## src/design/bspb_pkg.sv

```systemverilog
// Shared types and constants for the bounded score priority buffer.
// Holds field widths, request codes, the sequencer state type and the entry and result records.
// No dependencies.
package bspb_pkg;

  localparam int CNT_W    = 5;
  localparam int SCORE_W  = 16;
  localparam int HANDLE_W = 16;
  localparam int RANK_W   = 4;
  localparam int REQ_W    = 2;

  localparam logic [CNT_W-1:0] CAP_RESET = 5'd16;

  localparam logic [REQ_W-1:0] REQ_ADD   = 2'd0;
  localparam logic [REQ_W-1:0] REQ_READ  = 2'd1;
  localparam logic [REQ_W-1:0] REQ_CLEAR = 2'd2;

  typedef enum logic [2:0] {
    S_IDLE,
    S_EVICT,
    S_INS_CMP,
    S_INS_WR,
    S_READ,
    S_RESP
  } state_t;

  typedef struct packed {
    logic [SCORE_W-1:0]  score;
    logic [HANDLE_W-1:0] handle;
  } entry_t;

  typedef struct packed {
    logic               ev_valid;
    entry_t             ev;
    logic               en_valid;
    entry_t             en;
    logic [CNT_W-1:0]   occupancy;
  } result_t;

endpackage

```

## src/design/bspb_mem.sv

```systemverilog
// Entry store of the bounded score priority buffer: one write port, one registered read port.
// Depends on bspb_pkg for the entry record.
module bspb_mem #(
  parameter int DEPTH = 16
) (
  input  logic                      clk,
  input  logic                      we,
  input  logic [$clog2(DEPTH)-1:0]  waddr,
  input  bspb_pkg::entry_t          wdata,
  input  logic [$clog2(DEPTH)-1:0]  raddr,
  output bspb_pkg::entry_t          rdata
);
  import bspb_pkg::*;

  entry_t mem [DEPTH];

  always_ff @(posedge clk) begin
    if (we) begin
      mem[waddr] <= wdata;
    end
    rdata <= mem[raddr];
  end

endmodule

```

## src/design/bspb_ctrl.sv

```systemverilog
// Sequencer of the bounded score priority buffer: eviction, insertion by shifting, rank read.
// One compare unit is reused for every step of an insertion. Depends on bspb_pkg.
module bspb_ctrl #(
  parameter int DEPTH = 16
) (
  input  logic                          clk,
  input  logic                          rst,
  input  logic [bspb_pkg::CNT_W-1:0]    eff_cap,
  input  logic                          in_valid,
  output logic                          in_ready,
  input  logic [bspb_pkg::REQ_W-1:0]    req_type,
  input  logic [bspb_pkg::SCORE_W-1:0]  new_score,
  input  logic [bspb_pkg::HANDLE_W-1:0] new_handle,
  input  logic [bspb_pkg::RANK_W-1:0]   read_rank,
  output logic                          res_valid,
  input  logic                          res_ready,
  output bspb_pkg::result_t             res,
  output logic                          mem_we,
  output logic [$clog2(DEPTH)-1:0]      mem_waddr,
  output bspb_pkg::entry_t              mem_wdata,
  output logic [$clog2(DEPTH)-1:0]      mem_raddr,
  input  bspb_pkg::entry_t              mem_rdata
);
  import bspb_pkg::*;

  localparam int AW = $clog2(DEPTH);
  localparam int IW = (AW > CNT_W) ? AW : CNT_W;
  localparam int RW = (AW > RANK_W) ? AW : RANK_W;

  state_t           state, state_next;
  logic [CNT_W-1:0] count;
  logic [AW-1:0]    pos;
  entry_t           new_entry;
  logic             ev_valid, en_valid;
  entry_t           ev_entry, en_entry;

  logic [IW-1:0]    cnt_ext, cnt_m1, cnt_m2;
  logic [RW-1:0]    rank_ext;
  logic             full, rank_hit, less, accept;

  assign cnt_ext  = IW'(count);
  assign cnt_m1   = cnt_ext - IW'(1);
  assign cnt_m2   = cnt_ext - IW'(2);
  assign rank_ext = RW'(read_rank);
  assign full     = (count >= eff_cap) && (count != '0);
  assign rank_hit = {1'b0, read_rank} < count;
  assign less     = mem_rdata.score < new_entry.score;
  assign accept   = in_valid && in_ready;

  // Next state.
  always_comb begin
    state_next = state;
    unique case (state)
      S_IDLE: begin
        if (in_valid) begin
          priority case (req_type)
            REQ_ADD:  state_next = full ? S_EVICT :
                                   ((count == '0) ? S_INS_WR : S_INS_CMP);
            REQ_READ: state_next = rank_hit ? S_READ : S_RESP;
            default:  state_next = S_RESP;
          endcase
        end
      end
      S_EVICT:   state_next = (count == CNT_W'(1)) ? S_INS_WR : S_INS_CMP;
      S_INS_CMP: state_next = less ? ((pos == AW'(1)) ? S_INS_WR : S_INS_CMP) : S_RESP;
      S_INS_WR:  state_next = S_RESP;
      S_READ:    state_next = S_RESP;
      S_RESP:    state_next = res_ready ? S_IDLE : S_RESP;
      default:   state_next = S_IDLE;
    endcase
  end

  // Outputs: handshake and memory port.
  always_comb begin
    in_ready  = (state == S_IDLE);
    res_valid = (state == S_RESP);
    mem_we    = 1'b0;
    mem_waddr = pos;
    mem_wdata = new_entry;
    mem_raddr = cnt_m1[AW-1:0];
    unique case (state)
      S_IDLE:    mem_raddr = (req_type == REQ_READ) ? rank_ext[AW-1:0] : cnt_m1[AW-1:0];
      S_EVICT:   mem_raddr = cnt_m2[AW-1:0];
      S_INS_CMP: begin
        mem_raddr = pos - AW'(2);
        mem_we    = 1'b1;
        mem_wdata = less ? mem_rdata : new_entry;
      end
      S_INS_WR:  mem_we = 1'b1;
      default:   mem_raddr = cnt_m1[AW-1:0];
    endcase
  end

  always_ff @(posedge clk) begin
    if (rst) begin
      state <= S_IDLE;
      count <= '0;
    end else begin
      state <= state_next;
      unique case (state)
        S_IDLE: begin
          if (accept && (req_type == REQ_CLEAR)) begin
            count <= '0;
          end
        end
        S_EVICT:   count <= count - CNT_W'(1);
        S_INS_CMP: begin
          if (!less) begin
            count <= count + CNT_W'(1);
          end
        end
        S_INS_WR:  count <= count + CNT_W'(1);
        default:   count <= count;
      endcase
    end
  end

  // Payload registers need no reset; they are loaded when a request is accepted.
  always_ff @(posedge clk) begin
    unique case (state)
      S_IDLE: begin
        if (accept) begin
          new_entry <= '{score: new_score, handle: new_handle};
          pos       <= cnt_ext[AW-1:0];
          ev_valid  <= 1'b0;
          en_valid  <= 1'b0;
          ev_entry  <= '0;
          en_entry  <= '0;
        end
      end
      S_EVICT: begin
        ev_valid <= 1'b1;
        ev_entry <= mem_rdata;
        pos      <= cnt_m1[AW-1:0];
      end
      S_INS_CMP: begin
        if (less) begin
          pos <= pos - AW'(1);
        end
      end
      S_READ: begin
        en_valid <= 1'b1;
        en_entry <= mem_rdata;
      end
      default: pos <= pos;
    endcase
  end

  assign res = '{ev_valid: ev_valid, ev: ev_entry, en_valid: en_valid, en: en_entry,
                 occupancy: count};

endmodule

```

## src/design/bounded_score_priority_buffer.sv

```systemverilog
// Top level of the bounded score priority buffer: capacity register, output register, store.
// Instantiates bspb_mem and bspb_ctrl; depends on bspb_pkg.
//
//   Channel    Handshake              Payload
//   request    in_valid / in_ready    req_type, new_score, new_handle, read_rank
//   result     out_valid / out_ready  evicted_*, entry_*, occupancy
//   config     cfg_we                 cfg_wdata (capacity_in_use)
//
// An add walks the entries that rank below the new score and moves each down one place
// (up to DEPTH - 1 of them), after first evicting the lowest entry when the buffer is
// full. A read of a held rank fetches that entry; a clear or an unknown request goes
// straight to the response step. The pace is set by the entry store's single read port,
// which the sequencer walks one rank per cycle while the compare unit decides each move.
// Reset is synchronous and needs no clearing pass: only entries below the count are read.
// A result waiting in the output register holds the sequencer in its response step.
module bounded_score_priority_buffer #(
  parameter int DEPTH = 16
) (
  input  logic                          clk,
  input  logic                          rst,
  input  logic                          cfg_we,
  input  logic [bspb_pkg::CNT_W-1:0]    cfg_wdata,
  input  logic                          in_valid,
  output logic                          in_ready,
  input  logic [bspb_pkg::REQ_W-1:0]    req_type,
  input  logic [bspb_pkg::SCORE_W-1:0]  new_score,
  input  logic [bspb_pkg::HANDLE_W-1:0] new_handle,
  input  logic [bspb_pkg::RANK_W-1:0]   read_rank,
  output logic                          out_valid,
  input  logic                          out_ready,
  output logic                          evicted_valid,
  output logic [bspb_pkg::SCORE_W-1:0]  evicted_score,
  output logic [bspb_pkg::HANDLE_W-1:0] evicted_handle,
  output logic                          entry_valid,
  output logic [bspb_pkg::SCORE_W-1:0]  entry_score,
  output logic [bspb_pkg::HANDLE_W-1:0] entry_handle,
  output logic [bspb_pkg::CNT_W-1:0]    occupancy
);
  import bspb_pkg::*;

  localparam int AW = $clog2(DEPTH);
  // The 5-bit capacity register can never ask for more than 31 entries.
  localparam int CAP_MAX = (DEPTH < 31) ? DEPTH : 31;
  localparam logic [CNT_W-1:0] CAP_LIM = CNT_W'(CAP_MAX);

  logic [CNT_W-1:0] capacity_in_use;
  logic [CNT_W-1:0] eff_cap;

  logic             res_valid, res_ready;
  result_t          res, out_res;

  logic             mem_we;
  logic [AW-1:0]    mem_waddr, mem_raddr;
  entry_t           mem_wdata, mem_rdata;

  // Capacity register. Zero acts as one, and anything above the store depth acts as the depth.
  always_ff @(posedge clk) begin
    if (rst) begin
      capacity_in_use <= CAP_RESET;
    end else if (cfg_we) begin
      capacity_in_use <= cfg_wdata;
    end
  end

  always_comb begin
    if (capacity_in_use == '0) begin
      eff_cap = CNT_W'(1);
    end else if (capacity_in_use > CAP_LIM) begin
      eff_cap = CAP_LIM;
    end else begin
      eff_cap = capacity_in_use;
    end
  end

  bspb_mem #(.DEPTH(DEPTH)) u_mem (
    .clk   (clk),
    .we    (mem_we),
    .waddr (mem_waddr),
    .wdata (mem_wdata),
    .raddr (mem_raddr),
    .rdata (mem_rdata)
  );

  bspb_ctrl #(.DEPTH(DEPTH)) u_ctrl (
    .clk        (clk),
    .rst        (rst),
    .eff_cap    (eff_cap),
    .in_valid   (in_valid),
    .in_ready   (in_ready),
    .req_type   (req_type),
    .new_score  (new_score),
    .new_handle (new_handle),
    .read_rank  (read_rank),
    .res_valid  (res_valid),
    .res_ready  (res_ready),
    .res        (res),
    .mem_we     (mem_we),
    .mem_waddr  (mem_waddr),
    .mem_wdata  (mem_wdata),
    .mem_raddr  (mem_raddr),
    .mem_rdata  (mem_rdata)
  );

  // Output register. A new result loads when the register is empty or is being drained
  // by a transfer in the same cycle.
  assign res_ready = !out_valid || out_ready;

  always_ff @(posedge clk) begin
    if (rst) begin
      out_valid <= 1'b0;
    end else if (res_valid && res_ready) begin
      out_valid <= 1'b1;
    end else if (out_ready) begin
      out_valid <= 1'b0;
    end
  end

  always_ff @(posedge clk) begin
    if (res_valid && res_ready) begin
      out_res <= res;
    end
  end

  assign evicted_valid  = out_res.ev_valid;
  assign evicted_score  = out_res.ev.score;
  assign evicted_handle = out_res.ev.handle;
  assign entry_valid    = out_res.en_valid;
  assign entry_score    = out_res.en.score;
  assign entry_handle   = out_res.en.handle;
  assign occupancy      = out_res.occupancy;

  // A result never reports both an eviction and a read hit.
  assert property (@(posedge clk) disable iff (rst)
    out_valid |-> !(evicted_valid && entry_valid))
    else $error("result reports both an eviction and a read");

  // The sequencer takes no second request in the cycle after a transfer.
  assert property (@(posedge clk) disable iff (rst)
    (in_valid && in_ready) |=> !in_ready)
    else $error("request taken while the previous one is still in progress");

  // The reported occupancy never exceeds the store depth.
  assert property (@(posedge clk) disable iff (rst)
    out_valid |-> (int'(occupancy) <= DEPTH))
    else $error("occupancy beyond store depth");

  // A new result is only loaded when the output register can take it.
  assert property (@(posedge clk) disable iff (rst)
    (out_valid && !out_ready) |=> ($stable(occupancy) && $stable(evicted_valid)))
    else $error("stalled result overwritten");

endmodule
```

## config.mk

```make
export PLATFORM = sky130hd
export DESIGN_NAME = bounded_score_priority_buffer
export DESIGN_NICKNAME = d
export VERILOG_FILES = /design/src/design/bspb_pkg.sv /design/src/design/bspb_mem.sv /design/src/design/bspb_ctrl.sv /design/src/design/bounded_score_priority_buffer.sv
export SDC_FILE = /design/constraint.sdc
export NUM_CORES = 1
export LEC_CHECK = 0
export BUFFER_PORTS_ARGS = -buffer_cell sky130_fd_sc_hd__buf_2
export CAP_MARGIN = 20
export CORE_UTILIZATION = 35
export CTS_CLUSTER_SIZE = 28
export DETAILED_ROUTE_END_ITERATION = 7
export GPL_TIMING_DRIVEN = 0
export MAX_ROUTING_LAYER = met4
export PLACE_DENSITY_LB_ADDON = 0.25
export SYNTH_ARGS = -nofsm -noshare
export SYNTH_HDL_FRONTEND = slang
export SYNTH_SLANG_ARGS = --single-unit
export TNS_END_PERCENT = 100
```

## constraint.sdc

```tcl
create_clock -name clk -period 5.2 [get_ports clk]
set_input_delay 0.78 -clock clk [delete_from_list [all_inputs] [get_ports clk]]
set_output_delay 0.78 -clock clk [all_outputs]
set_load 0.02 [all_outputs]
```

Yosys cells after proc, flatten, opt, wreduce, memory -nomap -nowiden. Memories as Yosys holds them, arrays and structs flattened. A register that Yosys moved wholly into a read port is not among the register bits. Cells that the tools add are included.

$add $sub $neg: 5. Multipliers: 0. Divide/modulo/power cells: 0. Order comparisons: 4. Equality and inequality tests: 14. Shifts and indexed selects: 0. Mux-type cells: 33. Bitwise gates (word level): 0. Reduce and logical (&&, ||, !) cells: 23.

Operators by type and width (count): one-hot mux 32 bit (2 select lines) (2); two-way mux 32 bit (3); one-hot mux 4 bit (3 select lines) (2); two-way mux 5 bit (4); one-hot mux 5 bit (4 select lines) (1); less-than comparator 16 bit (1); one-hot mux 3 bit (5 select lines) (1); two-way mux 3 bit (4); two-way mux 4 bit (3); zero test 5 bit (2); two-way mux 1 bit (10); != test 2 bit (second input constant) (4); subtractor 4 x 2 -> 4 bit (second input constant) (2); equality test 3 x 2 -> 1 bit (second input constant) (2); equality test 3 bit (second input constant) (2); one-hot mux 3 bit (2 select lines) (1); AND reduction 2 bit (3); AND reduction 3 bit (2); nonzero test 2 bit (3); adder 5 x 1 -> 5 bit (second input constant) (1); equality test 5 x 1 -> 1 bit (second input constant) (1); greater-or-equal comparator 5 bit (1); greater-than comparator 5 bit (second input constant) (1); less-than comparator 4 x 5 -> 1 bit (1); 17 further kinds (22).

Flip-flop bits (word level): 187. Latch bits: 0. RAM bits: 512. Bits in read-only memories: 0. Input port bits: 48. Output and inout bits: 73. Logic and storage cells: 100. Memories: 1.

Memories: u_mem.mem (words 16, width 32, rd ports 1, clocked after memory_dff 1, wr ports 1, RTL line bspb_mem.sv:15) `entry_t mem [DEPTH];`.

Logic depth before layout (Yosys ltp). Gate-level depths: netlist of the first run.

Depth after elaboration: 9. Mapped depth: 16. Mapped depth without buffers: 13.

Hierarchy. From an unflattened synthesis of the first run, not the netlist that was laid out.

Cells, all modules: 1377. Area, all modules: 27849.2 um^2.

Modules (own cells, without submodules): bspb_mem (times used 1, cells an instance 838, area each 19835.3 um^2, seq. area each 16015.4 um^2); bspb_ctrl (times used 1, cells an instance 440, area each 5627.9 um^2, seq. area each 3223.1 um^2); bounded_score_priority_buffer (times used 1, cells an instance 99, area each 2386.0 um^2, seq. area each 2252.2 um^2).

Worst setup path after synthesis of the first run. OpenSTA, ideal clock, no wires.

Path kind: register -> register. Start point: register u_ctrl.state[2]. End point: register out_res (netlist bit entry_handle[0]), enable pin. Setup time: 0.500 ns. Arrival time: 3.863 ns. Data required time: 4.700 ns. Path slack: 0.837 ns. Stages on the path, launching flop included: 5. Path through: dfxtp_1 buf_2 clkbuf_1 nand2_1 nor2_1.

Word-level cells in the longest chain between the ends: 2.

RTL lines: from (decl) (RTL line bspb_ctrl.sv:30) `state_t state, state_next;`; from (signal assigned) (RTL line bspb_ctrl.sv:99) `state <= state_next;`; equality test 3 bit (RTL line bspb_ctrl.sv:76) `res_valid = (state == S_RESP);`; logical AND 1 bit (RTL line bounded_score_priority_buffer.sv:119) `if (res_valid && res_ready) begin`; to (signal assigned) (RTL line bounded_score_priority_buffer.sv:120) `out_res <= res;`; to (decl) (RTL line bounded_score_priority_buffer.sv:50) `result_t res, out_res;`.

No other way between the ends. A chain may end at the register's enable or synchronous reset.

Worst setup path in the final report of the first run.
Start point: register u_ctrl.count[0], in the netlist u_ctrl.cnt_ext[0]. End point: register, netlist name u_mem.rdata[22].

Word-level cells in the longest chain between the ends: 3. Elaborated cells on any way between the ends: 4. Classes of those cells: add/sub (2); mux (2).

RTL lines: from (decl) (RTL line bspb_ctrl.sv:31) `logic [CNT_W-1:0] count;`; from (signal assigned) (RTL line bspb_ctrl.sv:106) `S_EVICT: count <= count - CNT_W'(1);`; from (signal assigned) (RTL line bspb_ctrl.sv:109) `count <= count + CNT_W'(1);`; from (signal assigned) (RTL line bspb_ctrl.sv:112) `S_INS_WR: count <= count + CNT_W'(1);`; subtractor 5 x 1 -> 5 bit; two-way mux 4 bit (RTL line bspb_ctrl.sv:82) `S_IDLE: mem_raddr = (req_type == REQ_READ) ? rank_ext[AW-1:0] : cnt_m1[AW-1:0];`; one-hot mux 4 bit (3 select lines) * (RTL line bspb_ctrl.sv:81) `unique case (state)`.

Every way passes the cells marked *; elsewhere a longest branch is shown, timed or not.

==> results of run 1 <==
==> cell usage in the layout (no fill, tap or decap), drive strengths merged, types with 4 or more instances in the layout <==
cell type    n
a21o        12
a21oi       28
a311oi       5
a31oi        7
and2        16
and3        68
buf        208
bufinv       8
clkbuf     132
clkinv      26
dfxtp       46
diode        4
edfxtp     685
ha          33
inv         31
mux2       161
mux2i      133
nand2      153
nand2b       7
nand3        6
nand4       36
nor2        33
nor3         6
o211ai     131
o21ai       15
xor2         4
==> registers in the layout (all words and copies together), names as in the netlist, 16 cells and up <==
name and count:
u_mem.mem 512, u_mem.rdata 32, evicted_handle 16, u_ctrl.res 64, entry_handle 16, u_ctrl.new_entry 32
evicted_score 16, entry_score 16
==> routing by layer <==
metal | global-route usage | up-vias | wire length, um
li1 | - | 7239 | -
met1 | 0.224 | 7826 | 31100
met2 | 0.290 | 442 | 35200
met3 | 0.0349 | 116 | 4420
met4 | 0.0571 | 0 | 1830
met5 | - | - | 0
==> stage by stage <==
step                area (um2)  setup TNS (ns)  setup slack, ns  instances
floorplan                29100               0            0.837       1744
global placement         31000          -43.80           -0.631       2933
detailed placement       31500               0             1.38       2954
CTS                      34000               0             1.37       3095
global route             34000               0             1.16       3095
finish                   34000               0             1.36       3099
==> kinds of logic after synthesis <==
| group | after synthesis | share of synthesized area |
|---|---|---|
| adders and majority gates | 33 | 0.0142 |
| xor gates and xnor gates | 6 | 0.00181 |
| AOI/OAI and AO/OA | 219 | 0.0559 |
| and+or+nand+nor | 335 | 0.0573 |
| DFF | 731 | 0.739 |
| buffers and inverters | 126 | 0.0231 |
| muxes | 294 | 0.108 |
==> layout make-up <==
cell class / count / area share
inverters: 28 / 0.00309
diodes: 4 / 0.000294
repair buffers: 140 / 0.0311
flip-flops and latches: 731 / 0.632
clock buffers: 102 / 0.0605
plain buffers: 98 / 0.0167
multi-input cells: 887 / 0.204
clock inverters: 39 / 0.0134
well taps: 1070 / 0.0393
==> path summary, 6_finish.rpt <==
path	to	slack [ns]	startpoint	cells past startpoint
setup / recovery	u_mem.rdata[22]	1.36	u_ctrl.cnt_ext[0]	9
hold / removal	u_ctrl.new_entry[28]	0.33	new_score[12]	1
setup reg to reg	u_mem.rdata[22]	1.36	u_ctrl.cnt_ext[0]	9
hold reg to reg	entry_score[5]	0.42	u_ctrl.res[26]	0
==> power by group <==
| part | internal (mW) | switching, mW |
|---|---|---|
| Clock | 3.21 | 2.26 |
| Sequential | 7.87 | 0.480 |
| Combinational | 3.07 | 5.83 |
==> metrics.md, run 1 <==
| Metric | Value |
|---|---|
| Sequential area share after synthesis | `0.739` |
| Post-DRT Antenna Nets | `0` |
| Resize count post-CTS | `0` |
| # rows | `105` |
| Crit Path Class | `flip-flop to flip-flop` |
| PD cells | `667 nW/um2` |
| H-Tree Depth | `3` |
| Number of global-route vias before repair | `16.5k` |
| Detailed Route WL | `72500 um` |
| Max Slew Vio Count | `0` |
| Critical Path RT | `5.70 ns` |
| Ranking of synthesized cells by area | `edfxtp_1, mux2i_1, mux2_1` |
| VDD IR max | `0.431 mV` |
| Power, Total | `22.7 mW` |
| Die area | `84200 um2` |
| Final nets | `2043` |
| Post-synth top area cell | `edfxtp_1` |
| Num CTS Buffers | `76` |
| Post-DP HPWL | `49700 um` |
| Most used cell, CP | `buf_2` |
| Mapped cell area | `29100 um2` |
| Routability cong. | `0.854` |
| Worst path bufs/invs | `4` |
| Clk_lat worst skew | `0.63 ns` |
| Leak pwr | `12.4 nW` |
| Slew margin rel. | `0.331` |
| CP cell instances | `clkbuf_1, inv_1, ha_1, a32oi_2, buf_2, buf_2, mux2_1, o211ai_1, nand4_1` |
| Max Cap Viol | `0` |
| DRC viols | `0` |
| Area of the multi-input gates | `6940 um2` |
| Fmax achieved | `261 MHz` |
| Worst Skew | `0.0277 ns` |
| Root buffer cell | `clkbuf_16` |
| Post-CTS Setup Bufs | `0` |
| Via count | `15.6k` |
| CTS Sinks | `731` |
| Register area | `21500 um2` |
| Synthesized net count | `1825` |
| Clk buf depth | `3` |
| CP Max Fanout | `10` |
| Async SR Flop Fraction | `0` |
| Post-synth top cells | `edfxtp_1, nand2_1, mux2i_1, o211ai_1, mux2_1` |
| Slowest cell on crit path | `dfxtp_1` |
| Initial Util | `0.354` |
| TritonRoute pass-1 iters | `5` |
| Area Overhead vs Synth | `17.1%` |
| Hold Vio Cnt, Final | `0` |
| Worst Hold Slack | `0.330 ns` |
| Top-area cell type share of the netlist area | `0.708` |
| Crit. End Element | `flip-flop` |
| Hold Path Class | `primary input to flip-flop` |
| Clock slew at reported path FFs | `0.06 ns` |
| GR Overflow Total | `0` |
| Slowest cell delay on critical path | `0.51 ns` |
| Measured slew at the worst slew-check pin | `1.00 ns` |
| IO Port Bufs | `119` |
| Yosys reg bits | `731` |
| Worst setup SP type | `flip-flop` |
| Share of layout cells above drive strength 1 | `0.205` |
| Unrepaired setup endpoints after global routing | `no` |
| CTS tree | `done` |
| CP delay by family, top | `buffers and inverters` |
| WP data arrival | `4.34 ns` |
| Status | `finished clean` |
| Ys flop type | `edfxtp_1` |
| Die Ht | `290 um` |
| Cts hold-fix bufs | `0` |
| Fin crit period | `3.84 ns` |
| Number of setup violations in the final report | `0` |
| Tcrit/Tclk final | `0.738` |
| Number of enable flip-flop cells after synthesis | `685` |
| I/O Pins | `121` |
| Yosys Warn Count | `0` |
| Post-synth cell types | `62` |
| Post-Syn Instances | `1744` |
| Fillers | `7306` |
| Core area | `82100 um2` |
| Most common cell in the netlist | `edfxtp_1` |
| First-pass GRT wire length | `108000 um` |
| Largest net degree at the start of global routing | `38` |
| Total GRT Usage | `0.178` |
| Antenna violations before repair | `2` |
| Mapped Avg Cell Area | `16.7 um2` |
| Drt via density | `5.04` |
| Iter 0 DRT Violations | `1075` |
| Avg WL per Cell | `23.4 um` |
| Die Wd | `290 um` |
| Final Util | `0.414` |
Power figures use the tool's default switching activity.
==> run 2, diff against run 1 <==
clock period = 3.7 ns   (was 5.2 ns; I/O delays follow)
==> run 2 against run 1 <==
Against the previous run: flip-flop and latch count stayed put; sequential power is 40% higher; utilization is 0.13 points higher; sequential share of layout area is 0.20 points lower; die area stayed put; wire length is 0.31% lower; non-clock buffer count is 1 higher; clock power is 40% higher; total power is 41% higher; hold slack worse by 0.23 ns; clock-buffer cell count is 5 lower.
==> metrics.md, run 2 (same netlist as run 1, synthesis figures left out) <==
| Metric | Value |
|---|---|
| CTS tree | `done` |
| WL met2 | `35200 um (+0.11%)` |
| Total GRT Usage | `0.177 (-0.00144)` |
| CP Max Fanout | `10 (unchanged)` |
| Max Cap Viol | `0 (unchanged)` |
| Hold Vio Cnt, Final | `0 (unchanged)` |
| Number of global-route vias before repair | `16.3k (-0.93%)` |
| Slew margin rel. | `0.347 (+0.0162)` |
| Crit. End Element | `flip-flop` |
| Clk_lat worst skew | `0.63 ns (about the same)` |
| CP cell instances | `clkbuf_2, inv_1, ha_1, a32oi_4, buf_2, buf_2, mux2_1, o211ai_1, nand4_1` |
| Routability cong. | `0.857 (+0.34%)` |
| WP depth | `9 (unchanged)` |
| Core area | `82100 um2 (unchanged)` |
| Root buffer cell | `clkbuf_16` |
| VDD IR max | `0.594 mV (+38%)` |
| First-pass GRT wire length | `107000 um (-1.3%)` |
| Max Slew Vio Count | `0 (unchanged)` |
| Initial Util | `0.354 (unchanged)` |
| Most used cell, CP | `buf_2` |
| IO Port Bufs | `119 (unchanged)` |
| Metal3 WL | `4050 um (-8.3%)` |
| CP Launch Point | `u_ctrl.cnt_ext[0]` |
| Design Area, Final | `34100 um2 (+0.32%)` |
| Final nets | `2044 (+0.049%)` |
| Measured slew at the worst slew-check pin | `0.977 ns (-0.0242 ns)` |
| Crit Path Class | `flip-flop to flip-flop` |
| Die Wd | `290 um (unchanged)` |
| Slowest cell delay on critical path | `0.51 ns (about the same)` |
| Worst R2R Setup Slack | `0.17 ns (-1.19 ns)` |
| TritonRoute pass-1 iters | `7 (+2)` |
| Most frequent cells in the layout | `edfxtp_1, buf_2, nand2_1` |
| Reg-to-Reg End | `u_mem.rdata[20]` |
| Worst setup SP type | `flip-flop` |
| Post-Route M1 WL | `31300 um (+0.68%)` |
| CTS Sinks | `731 (unchanged)` |
| Crit path capture | `u_mem.rdata[20]` |
| Drt via density | `5.08 (+0.75%)` |
| Via count | `15.7k (+0.65%)` |
| Fillers | `7357 (+0.70%)` |
| I/O Pins | `121 (unchanged)` |
| DRC viols | `0 (unchanged)` |
| Clk buf depth | `3 (unchanged)` |
| Slowest cell on crit path | `dfxtp_1` |
| Fin crit period | `3.53 ns (-0.308 ns)` |
| # rows | `105 (unchanged)` |
| RR Startpoint | `u_ctrl.cnt_ext[0]` |
| Post-DRT Antenna Nets | `0 (unchanged)` |
| Commonest non-fill, non-tap cell in the layout | `edfxtp_1` |
| Iter 0 DRT Violations | `1042 (-3.1%)` |
| Max reg flops | `512 (unchanged)` |
| Tcrit/Tclk final | `0.954 (+0.216)` |
| Die Ht | `290 um (unchanged)` |
| PD cells | `938 nW/um2 (+40%)` |
| Critical Path RT | `4.19 ns (-1.51 ns)` |
| Setup WS post-layout | `0.169 ns (-1.19 ns)` |
| Clock slew at reported path FFs | `0.06 ns (about the same)` |
| Number of setup violations in the final report | `0 (unchanged)` |
| Avg WL per Cell | `23.3 um (-0.21%)` |
| Fmax achieved | `283 MHz (+8.7%)` |
| Worst path bufs/invs | `4 (unchanged)` |
| H-Tree Depth | `3 (unchanged)` |
| Worst Skew | `0.0281 ns (+0.000352 ns)` |
| Leak pwr | `12.4 nW (+0.37%)` |
| Place WS | `-0.158 ns (-1.54 ns)` |
| Detailed Route WL | `72300 um (-0.31%)` |
| Share of layout cells above drive strength 1 | `0.208 (+0.00267)` |
| Hold Path Class | `primary input to flip-flop` |
| Reg2Reg Depth | `9 (unchanged)` |
| Area Overhead vs Synth | `17.4%` |
| GR Overflow Total | `0 (unchanged)` |
| Uppermost routed layer | `met4` |
| Area post-placement | `31600 um2 (+0.19%)` |
| Status | `finished clean` |
| Antenna violations before repair | `2 (unchanged)` |
| CP delay by family, top | `buffers and inverters` |
| Largest net degree at the start of global routing | `39 (+2.6%)` |
| Cts hold-fix bufs | `0 (unchanged)` |
| Worst Hold Slack | `0.105 ns (-0.225 ns)` |
| Power, Total | `32.0 mW (+41%)` |
| Biggest register | `u_mem.mem` |
| Final Util | `0.416 (+0.00131)` |
| Num CTS Buffers | `76 (unchanged)` |
| Die area | `84200 um2 (unchanged)` |
| Post-DP HPWL | `50200 um (+1.1%)` |
| WP data arrival | `4.02 ns (-0.32 ns)` |
==> run 2: report_power, final <==
group | switching (mW) | leakage [nW] | internal (mW) | total (mW)
clock | 3.16 | 1.23 | 4.51 | 7.67
sequential | 0.679 | 6.64 | 11.1 | 11.7
combinational | 8.19 | 4.55 | 4.41 | 12.6
==> run 2: worst reg2reg max path, delay by kind of cell, from the launching register on <==
kind | cells | cell delay [ns]
buffers and inverters | 4 | 1.26
AOI/OAI and AO/OA | 2 | 0.68
DFF | 1 | 0.51
adders and majority gates | 1 | 0.44
muxes | 1 | 0.36
and+or+nand+nor | 1 | 0.14
==> run 2: worst min path at each step <==
stage	start	endpoint	slack [ns]	cells after the start
6_report	new_handle[13]	u_ctrl.new_entry[13]	0.11	1
4_1_cts	new_handle[13]	u_ctrl.new_entry[13]	0.07	1
3_3_place_gp	u_ctrl.ev_valid	evicted_valid	0.40	0
5_1_grt	new_handle[14]	u_ctrl.new_entry[14]	0.09	1
2_1_floorplan	u_ctrl.res[5]	entry_handle[0]	0.40	0
3_5_place_dp	u_ctrl.ev_valid	evicted_valid	0.41	0
==> run 2: metal layers <==
layer | vias up | GRT usage
met4 | 0 | 0.0536
met1 | 7975 | 0.223
met2 | 424 | 0.290
li1 | 7221 | -
met5 | - | -
met3 | 105 | 0.0336
==> run 2: what timing repair did <==
item	in CTS	in global routing
gates resized for setup	4	2
endpoints found under the setup margin	228	26
pin swaps	0	1
buffers inserted	0	1
==> run 2: cell type report <==
class | instances | area (um2) | area share
Antenna cell | 3 | 7.51 | 0.000220
Buffer | 98 | 568 | 0.0166
Clock buffer | 97 | 2090 | 0.0614
Clock inverter | 41 | 420 | 0.0123
Inverter | 28 | 105 | 0.00308
Multi-Input combinational cell | 887 | 6970 | 0.204
Sequential cell | 731 | 21500 | 0.630
Tap cell | 1070 | 1340 | 0.0392
Timing Repair Buffer | 141 | 1140 | 0.0334
==> run 2: through the flow <==
step / cells / setup TNS, ns
final: 3096 / 0
after detailed placement: 2954 / -1.43
after floorplan: 1744 / 0
after global routing: 3093 / -0.00344
after global placement: 2933 / -175.96
after CTS: 3092 / 0
